### config.mk
export PLATFORM = sky130hd
export DESIGN_NAME = sliding_window_max_min_filter_unit_flat
export DESIGN_NICKNAME = d
export VERILOG_FILES = /design/src/swmm_pkg.sv /design/src/swmm_if.sv /design/src/swmm_cell.sv /design/src/swmm_ctrl.sv /design/src/sliding_window_max_min_filter_unit.sv /design/src/flat_wrapper.sv
export SDC_FILE = /design/constraint.sdc
export NUM_CORES = 1
export LEC_CHECK = 0
export BUFFER_PORTS_ARGS = -buffer_cell sky130_fd_sc_hd__buf_2
export CAP_MARGIN = 15
export CORE_ASPECT_RATIO = 1.2
export CORE_MARGIN = 8
export CORE_UTILIZATION = 30
export DETAILED_ROUTE_END_ITERATION = 16
export GPL_TIMING_DRIVEN = 0
export SLEW_MARGIN = 20
export SYNTH_ARGS = -nofsm -noshare
export SYNTH_HDL_FRONTEND = slang
export SYNTH_HIERARCHICAL = 1
export SYNTH_SLANG_ARGS = --single-unit
### constraint.sdc
create_clock -name clock -period 28.6 [get_ports clock]
set_input_delay 2.86 -clock clock [delete_from_list [all_inputs] [get_ports clock]]
set_output_delay 2.86 -clock clock [all_outputs]
set_load 0.01 [all_outputs]
### src/swmm_pkg.sv
// Shared types and constants of the sliding window max/min filter.
// No dependencies; compiled before every other file of the block.
package swmm_pkg;

   localparam int CFG_BITS = 4;
   localparam logic [CFG_BITS-1:0] WIDTH_RESET = 4'd5;
   localparam int WIDTH_FLOOR = 3;

   typedef struct packed {
      logic valid;
      logic last;
   } tag_type;

endpackage

### src/swmm_if.sv
// Valid/ready channel interfaces of the sliding window max/min filter.
// No dependencies; one interface for sample transactions, one for results.
interface swmm_req_if #(parameter int SAMPLE_BITS = 8);
   logic                   valid;
   logic                   ready;
   logic [SAMPLE_BITS-1:0] sample;
   logic                   line_end;

   modport source (output valid, sample, line_end, input ready);
   modport sink (input valid, sample, line_end, output ready);
endinterface

interface swmm_rsp_if #(parameter int SAMPLE_BITS = 8);
   logic                   valid;
   logic                   ready;
   logic [SAMPLE_BITS-1:0] max_value;
   logic [SAMPLE_BITS-1:0] min_value;
   logic                   last_of_line;

   modport source (output valid, max_value, min_value, last_of_line, input ready);
   modport sink (input valid, max_value, min_value, last_of_line, output ready);
endinterface

### src/swmm_cell.sv
// One cell of the filter chain: one history sample and one accumulator stage.
// Depends on swmm_pkg.
module swmm_cell #(
   parameter int SAMPLE_BITS = 8,
   parameter int AGE_BITS    = 4,
   parameter int CELL_INDEX  = 0
) (
   input  logic                   clock,
   input  logic                   reset,
   input  logic                   shift_en,
   input  logic                   advance,
   input  logic [SAMPLE_BITS-1:0] sample_in,
   output logic [SAMPLE_BITS-1:0] sample_out,
   input  swmm_pkg::tag_type      tag_in,
   output swmm_pkg::tag_type      tag_out,
   input  logic [AGE_BITS-1:0]    top_in,
   output logic [AGE_BITS-1:0]    top_out,
   input  logic [SAMPLE_BITS-1:0] max_in,
   input  logic [SAMPLE_BITS-1:0] min_in,
   output logic [SAMPLE_BITS-1:0] max_out,
   output logic [SAMPLE_BITS-1:0] min_out
);
   import swmm_pkg::*;

   logic [SAMPLE_BITS-1:0] sample_ff;
   tag_type                tag_ff;
   logic [AGE_BITS-1:0]    top_ff;
   logic [SAMPLE_BITS-1:0] max_ff;
   logic [SAMPLE_BITS-1:0] min_ff;
   logic [SAMPLE_BITS-1:0] max_in_c;
   logic [SAMPLE_BITS-1:0] min_in_c;
   logic                   take;

   assign take     = top_in >= AGE_BITS'(CELL_INDEX);
   assign max_in_c = (take && (sample_ff > max_in)) ? sample_ff : max_in;
   assign min_in_c = (take && (sample_ff < min_in)) ? sample_ff : min_in;

   always_ff @(posedge clock) begin
      if (shift_en) begin
         sample_ff <= sample_in;
      end
      if (reset) begin
         tag_ff <= '0;
      end else if (advance) begin
         tag_ff <= tag_in;
      end
      if (advance) begin
         top_ff <= top_in;
         max_ff <= max_in_c;
         min_ff <= min_in_c;
      end
   end

   assign sample_out = sample_ff;
   assign tag_out    = tag_ff;
   assign top_out    = top_ff;
   assign max_out    = max_ff;
   assign min_out    = min_ff;

endmodule

### src/swmm_ctrl.sv
// Line tracking and query issue for the filter chain.
// Depends on swmm_pkg; drives the head of the chain of swmm_cell.
module swmm_ctrl #(
   parameter int MAX_WIDTH = 15
) (
   input  logic                              clock,
   input  logic                              reset,
   input  logic [swmm_pkg::CFG_BITS-1:0]     csr_width,
   input  logic                              accept,
   input  logic                              line_end,
   input  logic                              advance,
   input  logic                              retire,
   output logic                              idle,
   output swmm_pkg::tag_type                 issue_tag,
   output logic [$clog2(MAX_WIDTH)-1:0]      issue_top
);
   import swmm_pkg::*;

   localparam int CW = $clog2(MAX_WIDTH + 1);
   localparam int AW = $clog2(MAX_WIDTH);
   localparam int XW = (CW > CFG_BITS) ? CW : CFG_BITS;
   localparam int SW = ((CW > AW) ? CW : AW) + 1;

   logic [CW-1:0] line_fill_ff, line_fill_in;
   logic [CW-1:0] rem_ff, rem_in;
   logic [AW-1:0] ofs_ff, ofs_in;
   logic [AW-1:0] span_ff, span_in;
   logic          flush_ff, flush_in;
   logic [CW-1:0] inflight_ff, inflight_in;

   logic [XW-1:0] width_clip;
   logic [XW-1:0] width_eff;
   logic [XW-1:0] half;
   logic [CW-1:0] fill_new;
   logic [XW-1:0] fill_x;
   logic [SW-1:0] reach;
   logic          issue;

   always_comb begin
      width_clip = (XW'(csr_width) > XW'(MAX_WIDTH)) ? XW'(MAX_WIDTH) : XW'(csr_width);
      width_eff  = (width_clip < XW'(WIDTH_FLOOR)) ? XW'(WIDTH_FLOOR) : width_clip;
      half       = (width_eff >> 1) + XW'(width_eff[0]);
      fill_new   = (line_fill_ff < CW'(MAX_WIDTH)) ? line_fill_ff + 1'b1 : line_fill_ff;
      fill_x     = XW'(fill_new);
   end

   assign issue = advance && (rem_ff != '0);
   assign reach = SW'(rem_ff) + SW'(ofs_ff) - SW'(1);

   assign issue_tag.valid = rem_ff != '0;
   assign issue_tag.last  = flush_ff && (rem_ff == CW'(1));
   assign issue_top       = (reach > SW'(span_ff)) ? span_ff : AW'(reach);
   assign idle            = (rem_ff == '0) && (inflight_ff == '0);

   always_comb begin
      line_fill_in = line_fill_ff;
      rem_in       = rem_ff;
      ofs_in       = ofs_ff;
      span_in      = span_ff;
      flush_in     = flush_ff;
      if (accept) begin
         span_in = AW'(fill_new - 1'b1);
         if (line_end) begin
            line_fill_in = '0;
            rem_in       = (fill_x < half) ? fill_new : CW'(half);
            ofs_in       = AW'(width_eff - half);
            flush_in     = 1'b1;
         end else begin
            line_fill_in = fill_new;
            rem_in       = (fill_x >= half) ? CW'(1) : '0;
            ofs_in       = AW'(width_eff - XW'(1));
            flush_in     = 1'b0;
         end
      end else if (issue) begin
         rem_in = rem_ff - 1'b1;
      end
      case ({issue, retire})
         2'b10:   inflight_in = inflight_ff + 1'b1;
         2'b01:   inflight_in = inflight_ff - 1'b1;
         default: inflight_in = inflight_ff;
      endcase
   end

   always_ff @(posedge clock) begin
      if (reset) begin
         line_fill_ff <= '0;
         rem_ff       <= '0;
         flush_ff     <= 1'b0;
         inflight_ff  <= '0;
      end else begin
         line_fill_ff <= line_fill_in;
         rem_ff       <= rem_in;
         flush_ff     <= flush_in;
         inflight_ff  <= inflight_in;
      end
      ofs_ff  <= ofs_in;
      span_ff <= span_in;
   end

endmodule

### src/sliding_window_max_min_filter_unit.sv
// Running max/min filter over one line of samples, clipped at both line ends.
// Depends on swmm_pkg, swmm_if, swmm_ctrl and swmm_cell.
//
// Samples enter one transaction at a time; the history is a row of MAX_WIDTH cells that shift
// on each accepted sample. Every result is a query that walks the row one cell per cycle while
// the result side does not stall, folding in the samples of its window; the results of one
// sample issue one after another. A sample that gives no result does not hold off the next
// sample; one that gives k results (k is 1 inside a line, up to (w+1)/2 on the sample marking
// line end) holds off the next sample until its last result has left the row of cells. The
// last flushed result of a line carries last_of_line. Write csr_write_data only while no
// transaction is in flight; widths outside 3..MAX_WIDTH are clamped.
module sliding_window_max_min_filter_unit #(
   parameter int MAX_WIDTH   = 15,
   parameter int SAMPLE_BITS = 8
) (
   input  logic                          clock,
   input  logic                          reset,
   input  logic                          csr_write_en,
   input  logic [swmm_pkg::CFG_BITS-1:0] csr_write_data,
   swmm_req_if.sink                      req_bus,
   swmm_rsp_if.source                    rsp_bus
);
   import swmm_pkg::*;

   localparam int AW = $clog2(MAX_WIDTH);

   logic [CFG_BITS-1:0]    width_ff;
   logic                   idle;
   logic                   accept;
   logic                   advance;
   logic                   retire;

   tag_type                link_tag [MAX_WIDTH+1];
   logic [AW-1:0]          link_top [MAX_WIDTH+1];
   logic [SAMPLE_BITS-1:0] link_max [MAX_WIDTH+1];
   logic [SAMPLE_BITS-1:0] link_min [MAX_WIDTH+1];
   logic [SAMPLE_BITS-1:0] hist     [MAX_WIDTH+1];

   logic                   rsp_valid_ff;
   logic [SAMPLE_BITS-1:0] rsp_max_ff;
   logic [SAMPLE_BITS-1:0] rsp_min_ff;
   logic                   rsp_last_ff;

   assign accept        = req_bus.valid && req_bus.ready;
   assign req_bus.ready = idle;
   assign advance       = !rsp_valid_ff || rsp_bus.ready;
   assign retire        = advance && link_tag[MAX_WIDTH].valid;

   always_ff @(posedge clock) begin
      if (reset) begin
         width_ff <= WIDTH_RESET;
      end else if (csr_write_en) begin
         width_ff <= csr_write_data;
      end
   end

   swmm_ctrl #(
      .MAX_WIDTH (MAX_WIDTH)
   ) u_ctrl (
      .clock     (clock),
      .reset     (reset),
      .csr_width (width_ff),
      .accept    (accept),
      .line_end  (req_bus.line_end),
      .advance   (advance),
      .retire    (retire),
      .idle      (idle),
      .issue_tag (link_tag[0]),
      .issue_top (link_top[0])
   );

   assign hist[0]     = req_bus.sample;
   assign link_max[0] = '0;
   assign link_min[0] = '1;

   for (genvar k = 0; k < MAX_WIDTH; k++) begin : g_cell
      swmm_cell #(
         .SAMPLE_BITS (SAMPLE_BITS),
         .AGE_BITS    (AW),
         .CELL_INDEX  (k)
      ) u_cell (
         .clock      (clock),
         .reset      (reset),
         .shift_en   (accept),
         .advance    (advance),
         .sample_in  (hist[k]),
         .sample_out (hist[k+1]),
         .tag_in     (link_tag[k]),
         .tag_out    (link_tag[k+1]),
         .top_in     (link_top[k]),
         .top_out    (link_top[k+1]),
         .max_in     (link_max[k]),
         .min_in     (link_min[k]),
         .max_out    (link_max[k+1]),
         .min_out    (link_min[k+1])
      );
   end

   always_ff @(posedge clock) begin
      if (reset) begin
         rsp_valid_ff <= 1'b0;
      end else if (advance) begin
         rsp_valid_ff <= link_tag[MAX_WIDTH].valid;
      end
      if (advance) begin
         rsp_max_ff  <= link_max[MAX_WIDTH];
         rsp_min_ff  <= link_min[MAX_WIDTH];
         rsp_last_ff <= link_tag[MAX_WIDTH].last;
      end
   end

   assign rsp_bus.valid        = rsp_valid_ff;
   assign rsp_bus.max_value    = rsp_max_ff;
   assign rsp_bus.min_value    = rsp_min_ff;
   assign rsp_bus.last_of_line = rsp_last_ff;

endmodule
### src/flat_wrapper.sv
// flat-port wrapper written by rule: the top's interface ports become plain ports
module sliding_window_max_min_filter_unit_flat import swmm_pkg::*;
#(
   parameter int MAX_WIDTH   = 15,
   parameter int SAMPLE_BITS = 8
)
  (clock, reset, csr_write_en, csr_write_data, req_bus_valid, req_bus_sample, req_bus_line_end, req_bus_ready, rsp_bus_valid, rsp_bus_max_value, rsp_bus_min_value, rsp_bus_last_of_line, rsp_bus_ready);
  swmm_req_if #(.SAMPLE_BITS(SAMPLE_BITS)) req_bus_i ();
  swmm_rsp_if #(.SAMPLE_BITS(SAMPLE_BITS)) rsp_bus_i ();
  input  logic clock;
  input  logic reset;
  input  logic csr_write_en;
  input  logic [swmm_pkg::CFG_BITS-1:0] csr_write_data;
  input wire logic [$bits(req_bus_i.valid)-1:0] req_bus_valid;
  input wire logic [$bits(req_bus_i.sample)-1:0] req_bus_sample;
  input wire logic [$bits(req_bus_i.line_end)-1:0] req_bus_line_end;
  output wire logic [$bits(req_bus_i.ready)-1:0] req_bus_ready;
  output wire logic [$bits(rsp_bus_i.valid)-1:0] rsp_bus_valid;
  output wire logic [$bits(rsp_bus_i.max_value)-1:0] rsp_bus_max_value;
  output wire logic [$bits(rsp_bus_i.min_value)-1:0] rsp_bus_min_value;
  output wire logic [$bits(rsp_bus_i.last_of_line)-1:0] rsp_bus_last_of_line;
  input wire logic [$bits(rsp_bus_i.ready)-1:0] rsp_bus_ready;
  assign req_bus_i.valid = req_bus_valid;
  assign req_bus_i.sample = req_bus_sample;
  assign req_bus_i.line_end = req_bus_line_end;
  assign req_bus_ready = req_bus_i.ready;
  assign rsp_bus_valid = rsp_bus_i.valid;
  assign rsp_bus_max_value = rsp_bus_i.max_value;
  assign rsp_bus_min_value = rsp_bus_i.min_value;
  assign rsp_bus_last_of_line = rsp_bus_i.last_of_line;
  assign rsp_bus_i.ready = rsp_bus_ready;
  sliding_window_max_min_filter_unit #(.MAX_WIDTH(MAX_WIDTH), .SAMPLE_BITS(SAMPLE_BITS)) u_core (.clock(clock), .reset(reset), .csr_write_en(csr_write_en), .csr_write_data(csr_write_data), .req_bus(req_bus_i), .rsp_bus(rsp_bus_i));
endmodule
; ---- Yosys cells after proc, flatten, opt, wreduce, memory -nomap -nowiden
; Cells that the tools add are included.
[word_totals]
latchBits = 0
memories = 0
input_bits = 18
ramBits = 0
rom_bits = 0
reg_bits = 489
out_inout_bits = 19
elab_cells = 247
[op_classes]
n_reduce_logical = 42
mul = 0
shifts = 0
n_lt_le_gt_ge = 51
mux = 41
eq_ne = 3
bitwise_logic = 0
div_mod_pow = 0
add_sub_neg = 10
[op_table]
columns = op, n
row1 = $mux W8, 28
row2 = $gt A8 B8 Y1, 14
row3 = $lt A8 B8 Y1, 14
row4 = $mux W4, 10
row5 = $logic_and A1 B1 Y1, 35
row6 = $ge A4 B4 Y1 const B, 7
row7 = $ge A4 B3 Y1 const B, 4
row8 = $sub A4 B1 Y4 const B, 4
row9 = $add A4 B1 Y4 const B, 2
row10 = $ge A4 B1 Y1 const B, 2
row11 = $ge A4 B2 Y1 const B, 2
row12 = $gt A8 B1 Y1 const B, 1
row13 = $logic_not A4 Y1, 2
row14 = $lt A8 B8 Y1 const B, 1
row15 = $pmux W4 S2, 1
row16 = $add A4 B4 Y5, 1
row17 = $gt A5 B4 Y1, 1
row18 = $sub A5 B1 Y5 const B, 1
row19 = $add A3 B1 Y4, 1
row20 = $eq A4 B1 Y1 const B, 1
row21 = $ge A4 B4 Y1, 1
row22 = $gt A4 B4 Y1 const B, 1
row23 = $lt A4 B2 Y1 const B, 1
row24 = $lt A4 B4 Y1, 1
row25 = other kinds (9), 11

; ---- Depth between registers and ports, before layout
; Gate-level depths: netlist (run 1).
[depth]
depth_word = 9
ltp_mapped = 13
mapped_depth_nobuf = 13

; ---- Modules after synthesis
; Netlist (run 1), hierarchy kept.
[by_module_without_submodules]
columns = mod, n_inst, area_each_um2, seq_area_each_um2, cells_each
row1 = swmm_cell (u_core.g_cell[10].u_cell ...), 2, 1500.2, 880.8, 109
row2 = swmm_ctrl, 1, 1726.7, 500.5, 195
row3 = swmm_cell (u_core.g_cell[5].u_cell), 1, 1581.5, 880.8, 104
row4 = swmm_cell (u_core.g_cell[9].u_cell), 1, 1569.0, 880.8, 104
row5 = swmm_cell (u_core.g_cell[7].u_cell), 1, 1560.2, 880.8, 104
row6 = swmm_cell (u_core.g_cell[11].u_cell), 1, 1530.2, 880.8, 106
row7 = swmm_cell (u_core.g_cell[4].u_cell), 1, 1507.7, 880.8, 108
row8 = swmm_cell (u_core.g_cell[12].u_cell), 1, 1506.4, 880.8, 105
row9 = swmm_cell (u_core.g_cell[3].u_cell), 1, 1496.4, 880.8, 109
row10 = swmm_cell (u_core.g_cell[2].u_cell), 1, 1495.2, 880.8, 104
row11 = swmm_cell (u_core.g_cell[13].u_cell), 1, 1492.7, 880.8, 104
row12 = swmm_cell (u_core.g_cell[1].u_cell), 1, 1491.4, 880.8, 104
row13 = swmm_cell (u_core.g_cell[6].u_cell), 1, 1490.2, 880.8, 104
row14 = swmm_cell (u_core.g_cell[8].u_cell), 1, 1490.2, 880.8, 101
row15 = 2 more rows, n/a, n/a, n/a, n/a

; ---- Worst setup path before layout (run 1)
; OpenSTA, ideal clock, no wires.
[synth_timing]
path_kind = input to register
start = input rsp_bus_ready
end = register u_core.u_ctrl.inflight_ff[3]
arrival_time_ps = 13731
path_slack_ps = 14798
stages = 9
required_ps = 28529
setup_time_ps = 71
path_buffers = 0
cell_sequence = nand2b_1 nand2_2 ha_1 ha_1 a21o_1 a21oi_2 xnor2_1 or3_1 a21oi_1
[synth_between]
elab_chain_cells = 4
word_cells_on_any_way = 7
classes_between = eq/ne: 2 / mux: 1 / reduce/logical: 4
[synth_lines]
columns = item, line_no
row1 = start: declaration, flat_wrapper.sv:22  ; input wire logic [$bits(rsp_bus_i.ready)-1:0] rsp_bus_ready;
row2 = $logic_or A1 B1 Y1 *, sliding_window_max_min_filter_unit.sv:46  ; assign advance = !rsp_valid_ff || rsp_bus.ready;
row3 = "$logic_and A1 B1 Y1, on equally long branches", "sliding_window_max_min_filter_unit.sv:47, swmm_ctrl.sv:47"
row4 = $eq A2 B1 Y1 / $eq A2 B2 Y1 (equally long branches), swmm_ctrl.sv:77  ; case ({issue, retire})
row5 = $pmux W4 S2 / $reduce_bool A2 Y1 (equally long branches), n/a
row6 = end signal: assignment, swmm_ctrl.sv:94  ; inflight_ff <= inflight_in;
row7 = end: declaration, swmm_ctrl.sv:29  ; logic [CW-1:0] inflight_ff, inflight_in;
; Every way passes the cells marked *; elsewhere a longest branch is shown, timed or not.
; A chain may end at the register's enable or synchronous reset.

; ---- Worst setup path in the final report (run 1)
[layout_timing]
start = register u_core.u_ctrl.rem_ff[0]
end = output req_bus_ready
[layout_between]
elab_chain_cells = 2
[layout_lines]
columns = item, line_no
row1 = start: declaration, swmm_ctrl.sv:25  ; logic [CW-1:0] rem_ff, rem_in;
row2 = start signal: assignment, swmm_ctrl.sv:92  ; rem_ff <= rem_in;
row3 = $logic_not A4 Y1, swmm_ctrl.sv:53  ; assign idle = (rem_ff == '0) && (inflight_ff == '0);
row4 = $logic_and A1 B1 Y1, swmm_ctrl.sv:53
row5 = end: declaration, flat_wrapper.sv:17  ; output wire logic [$bits(req_bus_i.ready)-1:0] req_bus_ready;
; No other way between the ends.

==> metrics.yaml, run 1 <==
status: "completed"
grt_usage_pct: 9.31
min_period_ns: 4.89
fin_util_pct: 34.4
core-area_um2: 82900
num-fill-cells: 7972
min_period_over_period_pct: 17.1
hold_buffers: 0
final.setup.tns_ns: 0
setup.reg_to_reg.worst_slack_ns: 25.30
detail_route.wl_per_cell_um: 14.0
postPlaceCellArea_um2: 26900
drtPass1Iterations: 4
p_leak_nw: 11.9
holdPathEnd: "u_core/g_cell[4].u_cell/top_out[1]"
grt_pass1_wl_um: 71300
multi_input_area_um2: 9840
hold_start: "u_core/g_cell[3].u_cell/top_out[1]"
pin_count: 37
wirelength_um: 43500
worstMarginPinSlew_ns: 0.963
yosysWarnings: 6
critPathKind: "reg2out"
grt_overflow_total: 0
place_ws_ns: 23.25
h-tree-depth: 2
area.growth.synth_to_final_pct: 14.1
cts_tree: "yes"
rows: 116
fin_skew_ns: 0.0240
finalWeightedCongestion: 0.838
clockBufferDepth: 3
postSynthCellCount: 1802
vdd_drop_max_mv: 0.0661
die_x_um: 279
cts_num_sinks: 488
portBuffers: 36
drt-initial-drc-count: 527
syn-cell-area_um2: 25000
hold_viol_final: 0
crit_required_ns: 25.74
grt_antenna_before_repair: 0
finalMaxSlewViolations: 0
power_mw: 3.29
final_antenna_net_count: 0
grt_max_degree: 61
worst_slack_ns: 23.71
worstPathMaxFanout: 4
arrival_ns: 2.03
fin_nets: 2205
maxCapViolCount: 0
design_area_um2: 28500
hp-class: "reg2reg"
rsz0062_at_grt: "no"
slew_headroom_pct: 35.4
end_kind: "output pin"
whs_path_depth: 0
clkLatencyLatePin_ns: 0.59
r2r_start: "u_core/u_ctrl/rem_ff[1]"
via_count: 13899
hpwl_um: 31700
die-area_um2: 92700
start_util_pct: 30.1
reg2reg_depth: 12
clkTransAtPathRegs_ns: 0.06
avgSynthCellArea_um2: 13.9
ctsResizeCount: 0
grt_pass1_vias: 15176
critPathLaunchType: "flip-flop"
finalSetupViolations: 0
drive_gt1_share_pct: 21.3
drc: 0
diodes: 0
cts_root_buffer: "clkbuf_16"
p_per_area_nw_per_um2: 116
cts_inserted_buffers: 53
seqCellArea_um2: 14200
vias_per_cell: 4.49
reg2reg_to: "u_core/g_cell[0].u_cell/top_out[1]"
post_cts_buffers: 0
max_freq_mhz: 204
die_h_um: 332
[per-stage QoR]
step                      hold WS [ns]  std cells
after floorplan                  0.400       1832
after global placement           0.405       2989
after detailed placement         0.405       2998
after CTS                        0.418       3097
after global routing             0.422       3097
final                            0.418       3097
[power breakdown]
group | internal (mW) | total (mW) | switching [mW]
clock | 0.359 | 0.624 | 0.265
sequential | 1.20 | 1.37 | 0.171
combinational | 0.643 | 1.30 | 0.657
total | 2.20 | 3.29 | 1.09
[how the worst max path moves through the flow]
stage	to	cells past startpoint	from
global route	req_bus_ready	5	u_core/u_ctrl/rem_ff[0]
detailed placement	u_core/u_ctrl/inflight_ff[3]	10	rsp_bus_ready
global placement	u_core/u_ctrl/inflight_ff[3]	10	rsp_bus_ready
floorplan	u_core/u_ctrl/inflight_ff[3]	9	rsp_bus_ready
CTS	req_bus_ready	5	u_core/u_ctrl/rem_ff[0]
finish	req_bus_ready	5	u_core/u_ctrl/rem_ff[0]
[worst max-delay path, stage by stage (launching register included)]
cell and delay, ns:
dfxtp_1 0.33, inv_1 0.14, ha_1 0.21, or3b_4 0.42
nor2_1 0.18, buf_2 0.17
[cell type report]
class	instances	area share [%]
sequential	488	49.8
multi-input combinational	1061	34.6
timing repair buffer	45	1.45
clock inverter	27	0.641
tap	1121	4.92
clock buffer	72	4.91
inverter	276	3.64
buffer	7	0.123
[sequential cells by signal, indices dropped and copies added (netlist names), 8 cells and up]
register	flops
u_core/g_cell.u_cell/tag_out	30
u_core/g_cell.u_cell/top_out	55
u_core/g_cell.u_cell/max_out	120
u_core/rsp_bus.max_value	8
u_core/g_cell.u_cell/sample_out	120
u_core/g_cell.u_cell/min_out	120
u_core/rsp_bus.min_value	8
[layer usage]
metal	GRT usage, %	routed length (µm)	up-vias	part of all wire [%]
met2	19.4	25100	221	58
met3	1.71	1490	139	3.4
li1	-	-	6887	-
met5	0	0	-	0
met1	8.02	14600	6652	34
met4	5.08	2220	0	5.1
[placed cells by master, fill, tap and decap left out, types with 6 or more instances in the layout]
cell / instances
edfxtp_1: 440
inv_1: 275
ha_1: 252
mux2_2: 207
a21oi_1: 84
nor2_1: 78
clkbuf_16: 53
dfxtp_1: 48
nand2_1: 41
o21ai_0: 38
buf_2: 37
mux2i_1: 35
nand4_1: 35
conb_1: 32
mux2_4: 32
clkbuf_1: 24
nand2b_1: 23
nor3_1: 19
nor2b_1: 15
clkinv_1: 12
o211ai_1: 12
a211oi_1: 10
a21o_1: 10
clkinv_2: 9
o21a_1: 9
a21oi_2: 9
o21ai_2: 8
a211o_1: 7
o31ai_4: 7
buf_16: 7
xor2_1: 6
xnor2_1: 6
(Power assumes the default switching activity.)
==> run 2: changes to the inputs <==
--- a/config.mk
+++ b/config.mk
@@ -5,6 +5,7 @@
 export SDC_FILE = /design/constraint.sdc
 export NUM_CORES = 1
 export LEC_CHECK = 0
+export ABC_AREA = 1
 export BUFFER_PORTS_ARGS = -buffer_cell sky130_fd_sc_hd__buf_2
 export CAP_MARGIN = 15
 export CORE_ASPECT_RATIO = 1.2
==> constraint.sdc (replaced) <==
create_clock -name clock -period 4.52 [get_ports clock]
set_input_delay 0.452 -clock clock [delete_from_list [all_inputs] [get_ports clock]]
set_output_delay 0.452 -clock clock [all_outputs]
set_load 0.01 [all_outputs]
==> run 2 against run 1 <==
  * Routed wire length rose by 18%
  * Setup slack worse by 22 ns
  * Synthesized cell count is 48% higher
  * Sequential share of layout area decreased by 2.9 points
  * Critical path depth rose by 11
  * Worst hold slack got worse by 0.35 ns
  * Power increased to 6.2 times the previous value
  * Via count rose by 27%
  * Register-to-register slack got worse by 24 ns
  * Global-route usage grew 1.3 points
  * Count of clock-buffer cells in the layout up 1
==> metrics.yaml, run 2 <==
finalWeightedCongestion: 0.840
grt_pass1_vias: 17804
die-area_um2: 97500
design_area_um2: 30200
critPathLaunchType: "flip-flop"
cts_inserted_buffers: 56
postPlaceCellArea_um2: 28300
final.setup.tns_ns: 0
hpwl_um: 38700
grt.met3_usage_pct: 1.64
drc: 0
drt-initial-drc-count: 765
hold_viol_final: 0
clkLatencyLatePin_ns: 0.61
pin_count: 37
clockBufferDepth: 3
rsz0062_at_grt: "no"
critPathKind: "reg2reg"
h-tree-depth: 2
portBuffers: 36
crit_path_start: "u_core/u_ctrl/rem_ff[1]"
vias_per_cell: 4.40
power_mw: 20.5
r2r_start: "u_core/u_ctrl/rem_ff[1]"
finalSetupViolations: 0
use_met1_pct: 9.57
layout_commonest_cell: "nand2_1"
final_cell_mix: "845 x nand2_1, 440 x edfxtp_1, 365 x inv_1"
grt_usage_pct: 10.6
status: "completed"
syn-cell-area_um2: 26300
final_antenna_net_count: 0
end_kind: "flip-flop"
postSynthCellCount: 2667
crit_required_ns: 4.86
grt.busiest_layer: "met2"
use_met2_pct: 21.8
fin_skew_ns: 0.0324
p_per_area_nw_per_um2: 678
maxCapViolCount: 0
grt_overflow_total: 0
detail_route.wl_per_cell_um: 12.9
slowest_delay_ns: 0.43
min_period_over_period_pct: 65.2
min_period_ns: 2.95
core-area_um2: 87400
drtPass1Iterations: 7
die_h_um: 340
cp-endpoint: "u_core/g_cell[0].u_cell/top_out[0]"
finalMaxSlewViolations: 0
post_cts_buffers: 0
drive_gt1_share_pct: 11.5
crit_slowest_cell: "fa_1"
worstPathMaxFanout: 6
setup.reg_to_reg.worst_slack_ns: 1.57
wirelength_um: 51500
via_count: 17612
avgSynthCellArea_um2: 9.86
rows: 119
max_freq_mhz: 339
worstMarginPinSlew_ns: 0.581
clkTransAtPathRegs_ns: 0.06
grt_antenna_before_repair: 0
die_x_um: 286
fin_nets: 3081
p_leak_nw: 14.1
hold_start: "csr_write_data[0]"
grt_pass1_wl_um: 85600
cp.depth: 16
vdd_drop_max_mv: 0.374
hp-class: "in2reg"
arrival_ns: 3.28
cts_num_sinks: 488
reg2reg_depth: 16
start_util_pct: 30.1
yosysWarnings: 6
crit_family: "adder cells"
cts_root_buffer: "clkbuf_16"
grt_max_degree: 99
area.growth.synth_to_final_pct: 15.0
diodes: 0
critPathBufInv: 3
cts_tree: "yes"
reg2reg_to: "u_core/g_cell[0].u_cell/top_out[0]"
path_cells: "inv_1 > ha_1 > inv_1 > ha_1 > inv_1 > fa_1 > xnor2_1 > ha_1 > nand3_1 > nor2_1 > nor2_1 > nand2_1 > o21ai_0 > nand2_1 > nand2_1 > o21ai_1"
slew_headroom_pct: 61.2
## run 2: cell types whose count changed in the layout (fill, tap and decap cells not counted), sizes merged, moves of 15 or more
cell,change
nand2b,-24
nand4,-23
nand2,+905
nor2b,-15
mux2,-242
nand3,+252
mux2i,-36
a21oi,+22
nor2,+40
inv,+112
nor3,-17
o21ai,-24
## run 2: timing repair
item	4_1_cts	5_1_grt
gates resized for setup	0	0
hold buffers	8	0
endpoints found under the hold margin	8	0
## run 2: cell type report
type | count | area (µm²)
buffer | 3 | 15.0
clock buffer | 73 | 1560
clock inverter | 29 | 335
fill | 8774 | 57200
inverter | 391 | 1470
multi-input combinational | 1815 | 10800
sequential | 488 | 14200
tap | 1149 | 1440
timing repair buffer | 53 | 470
## run 2: routing by layer
layer,vias up,routed length [µm],share of wire (%)
met5,-,0,0
met4,0,2680,5.2
met3,164,1440,2.8
met2,266,29300,57
met1,8080,18100,35
li1,9102,-,-
## run 2: stage by stage
| stage | utilization (%) | hold slack [ns] | setup WS (ns) | std cells |
|---|---|---|---|---|
| after floorplan | - | 0.400 | 0.104 | 2697 |
| after global placement | 32.1 | 0.401 | -1.37 | 3882 |
| after detailed placement | 32.3 | 0.405 | 1.61 | 3891 |
| after CTS | 34.6 | 0.0262 | 1.60 | 4001 |
| after global routing | 34.6 | 0.0535 | 1.20 | 4001 |
| final | 34.6 | 0.0713 | 1.57 | 4001 |
## run 2: how the worst min path moves through the flow
stage                                                to  slack, ns  cells after the start
global route                         u_core/width_ff[2]       0.05                      3
CTS                                  u_core/width_ff[0]       0.03                      3
global placement            u_core/rsp_bus.max_value[0]       0.40                      0
floorplan           u_core/g_cell[10].u_cell/top_out[0]       0.40                      0
finish                               u_core/width_ff[0]       0.07                      3
detailed placement          u_core/rsp_bus.max_value[0]       0.41                      0
## run 2: report_power, final
part	leakage [nW]	switching, mW	internal [mW]	total (mW)
Combinational	8.20	4.84	2.76	7.60
Sequential	5.01	1.04	7.25	8.29
Clock	0.919	1.80	2.82	4.62
Total	14.1	7.69	12.8	20.5
## run 2: worst min-delay path, cell delays in order
cell and delay (ns):
buf_2 0.07, nand2_1 0.04, nand3_1 0.06
==> run 3: changes to the inputs <==
==> constraint.sdc (replaced) <==
create_clock -name clock -period 3.05 [get_ports clock]
set_input_delay 0.305 -clock clock [delete_from_list [all_inputs] [get_ports clock]]
set_output_delay 0.305 -clock clock [all_outputs]
set_load 0.01 [all_outputs]
==> run 3 against run 2 <==
  * Clock power is 44% higher
  * First-iteration DRC count is 3.9% lower
  * Via count is 0.49% higher
  * Combinational power is 50% higher
  * Largest power group unchanged
==> metrics.yaml, run 3 (synthesized netlist as in run 2, its figures left out) <==
fin_nets: 3091
clkLatencyLatePin_ns: 0.62
drive_gt1_share_pct: 11.7
die-area_um2: 97500
critPathLaunchType: "flip-flop"
rsz0062_at_grt: "no"
reg2reg_to: "u_core/g_cell[0].u_cell/top_out[2]"
fin_util_pct: 34.7
layout_commonest_cell: "nand2_1"
whs_ns: 0.0969
critPathKind: "reg2reg"
worstPathMaxFanout: 6
hp-class: "in2reg"
r2r_start: "u_core/u_ctrl/rem_ff[1]"
grt_antenna_before_repair: 0
end_kind: "flip-flop"
status: "completed"
finalMaxSlewViolations: 0
hold_start: "req_bus_line_end"
vdd_drop_max_mv: 0.542
arrival_ns: 3.13
drtPass1Iterations: 6
fin_skew_ns: 0.0288
grt_usage_pct: 10.7
wirelength_um: 51900
area.growth.synth_to_final_pct: 15.3
drt-initial-drc-count: 735
worstMarginPinSlew_ns: 0.585
grt_pass1_wl_um: 86100
final_cell_mix: "843 x nand2_1, 440 x edfxtp_1, 362 x inv_1"
diodes: 0
grt_max_degree: 100
setup.reg_to_reg.worst_slack_ns: 0.27
start_util_pct: 30.1
power_mw: 30.3
min_period_ns: 2.78
hold_viol_final: 0
fin_cells: 4011
rows: 119
cts_tree: "yes"
grt_pass1_vias: 18031
grt_overflow_total: 0
die_x_um: 286
maxCapViolCount: 0
via_count: 17698
max_freq_mhz: 360
clkTransAtPathRegs_ns: 0.06
min_period_over_period_pct: 91.2
finalSetupViolations: 0
h-tree-depth: 2
reg2reg_depth: 16
placed_cells_incl_taps: 3890
cts_root_buffer: "clkbuf_16"
pin_count: 37
clockBufferDepth: 3
whs_path_depth: 3
num-fill-cells: 8743
core-area_um2: 87400
holdPathEnd: "u_core/u_ctrl/flush_ff"
final.setup.tns_ns: 0
p_leak_nw: 14.1
crit_required_ns: 3.40
drc: 0
portBuffers: 36
finalWeightedCongestion: 0.837
final_antenna_net_count: 0
cts_num_sinks: 488
vias_per_cell: 4.41
die_h_um: 340
p_per_area_nw_per_um2: 1000
detail_route.wl_per_cell_um: 12.9
hpwl_um: 38700
slew_headroom_pct: 61.0
cts_inserted_buffers: 57
## run 3: cell count changes in the layout (fill, tap and decap cells not counted), sizes merged
cell,delta
clkbuf,+1
bufinv,-2
clkinvlp,-1
inv,+4
dlygate4sd3,+10
buf,-1
clkinv,-1
## run 3: through the flow
stage / cell area [µm²] / worst slack (ns)
2_1_floorplan: 26500 / -0.445
3_3_place_gp: 28100 / -2.10
3_5_place_dp: 28300 / 0.125
4_1_cts: 30300 / 0.116
5_1_grt: 30300 / 0.0219
6_report: 30300 / 0.269
## run 3: what timing repair did
item                                    CTS  global route
resized for setup                         0             7
hold buffers                             18             0
endpoints found under the setup margin    0             4
endpoints found under the hold margin    12             0
setup buffers                             0             0
## run 3: routing by layer
layer	track usage, %	vias up	part of all wire (%)
met5	0	-	0
met4	6.00	0	5.2
met3	1.65	166	3.2
met2	21.9	286	57
met1	9.64	8118	35
li1	-	9128	-
## run 3: worst max-delay path by stage
stage,startpoint,endpoint,cells after the start
finish,u_core/u_ctrl/rem_ff[1],u_core/g_cell[0].u_cell/top_out[2],16
global route,u_core/u_ctrl/rem_ff[1],u_core/g_cell[0].u_cell/top_out[2],16
CTS,u_core/u_ctrl/rem_ff[1],u_core/g_cell[0].u_cell/top_out[2],16
detailed placement,u_core/u_ctrl/rem_ff[1],u_core/g_cell[0].u_cell/top_out[2],16
global placement,u_core/u_ctrl/rem_ff[0],u_core/u_ctrl/rem_ff[0],12
floorplan,u_core/u_ctrl/rem_ff[0],u_core/u_ctrl/rem_ff[0],12
## run 3: area by class of cell
type                       count  area, µm²  area share (%)
buffer                         3       15.0          0.0495
sequential                   488      14200            46.7
multi-input combinational   1815      10800            35.7
tap                         1149       1440            4.74
clock buffer                  74       1530            5.04
timing repair buffer          62        551            1.82
clock inverter                29        308            1.01
inverter                     391       1470            4.86
## run 3: worst max-delay path, cell delays in order (launching register included)
cell and delay [ns]:
dfxtp_1 0.34, inv_2 0.07, ha_1 0.29, inv_1 0.06
ha_1 0.16, inv_1 0.07, fa_2 0.57, inv_1 0.04
ha_1 0.30, nand2_1 0.07, inv_1 0.03, o21ai_1 0.11
nand2_1 0.08, o21ai_2 0.08, nand2_2 0.12, nand2_1 0.08
o21ai_1 0.07
## run 3: power by group
| group | total (mW) | switching (mW) | internal [mW] |
|---|---|---|---|
| registers | 12.3 | 1.54 | 10.7 |
| clock network | 6.67 | 2.72 | 3.95 |
| logic | 11.4 | 7.23 | 4.17 |
| total | 30.3 | 11.5 | 18.9 |
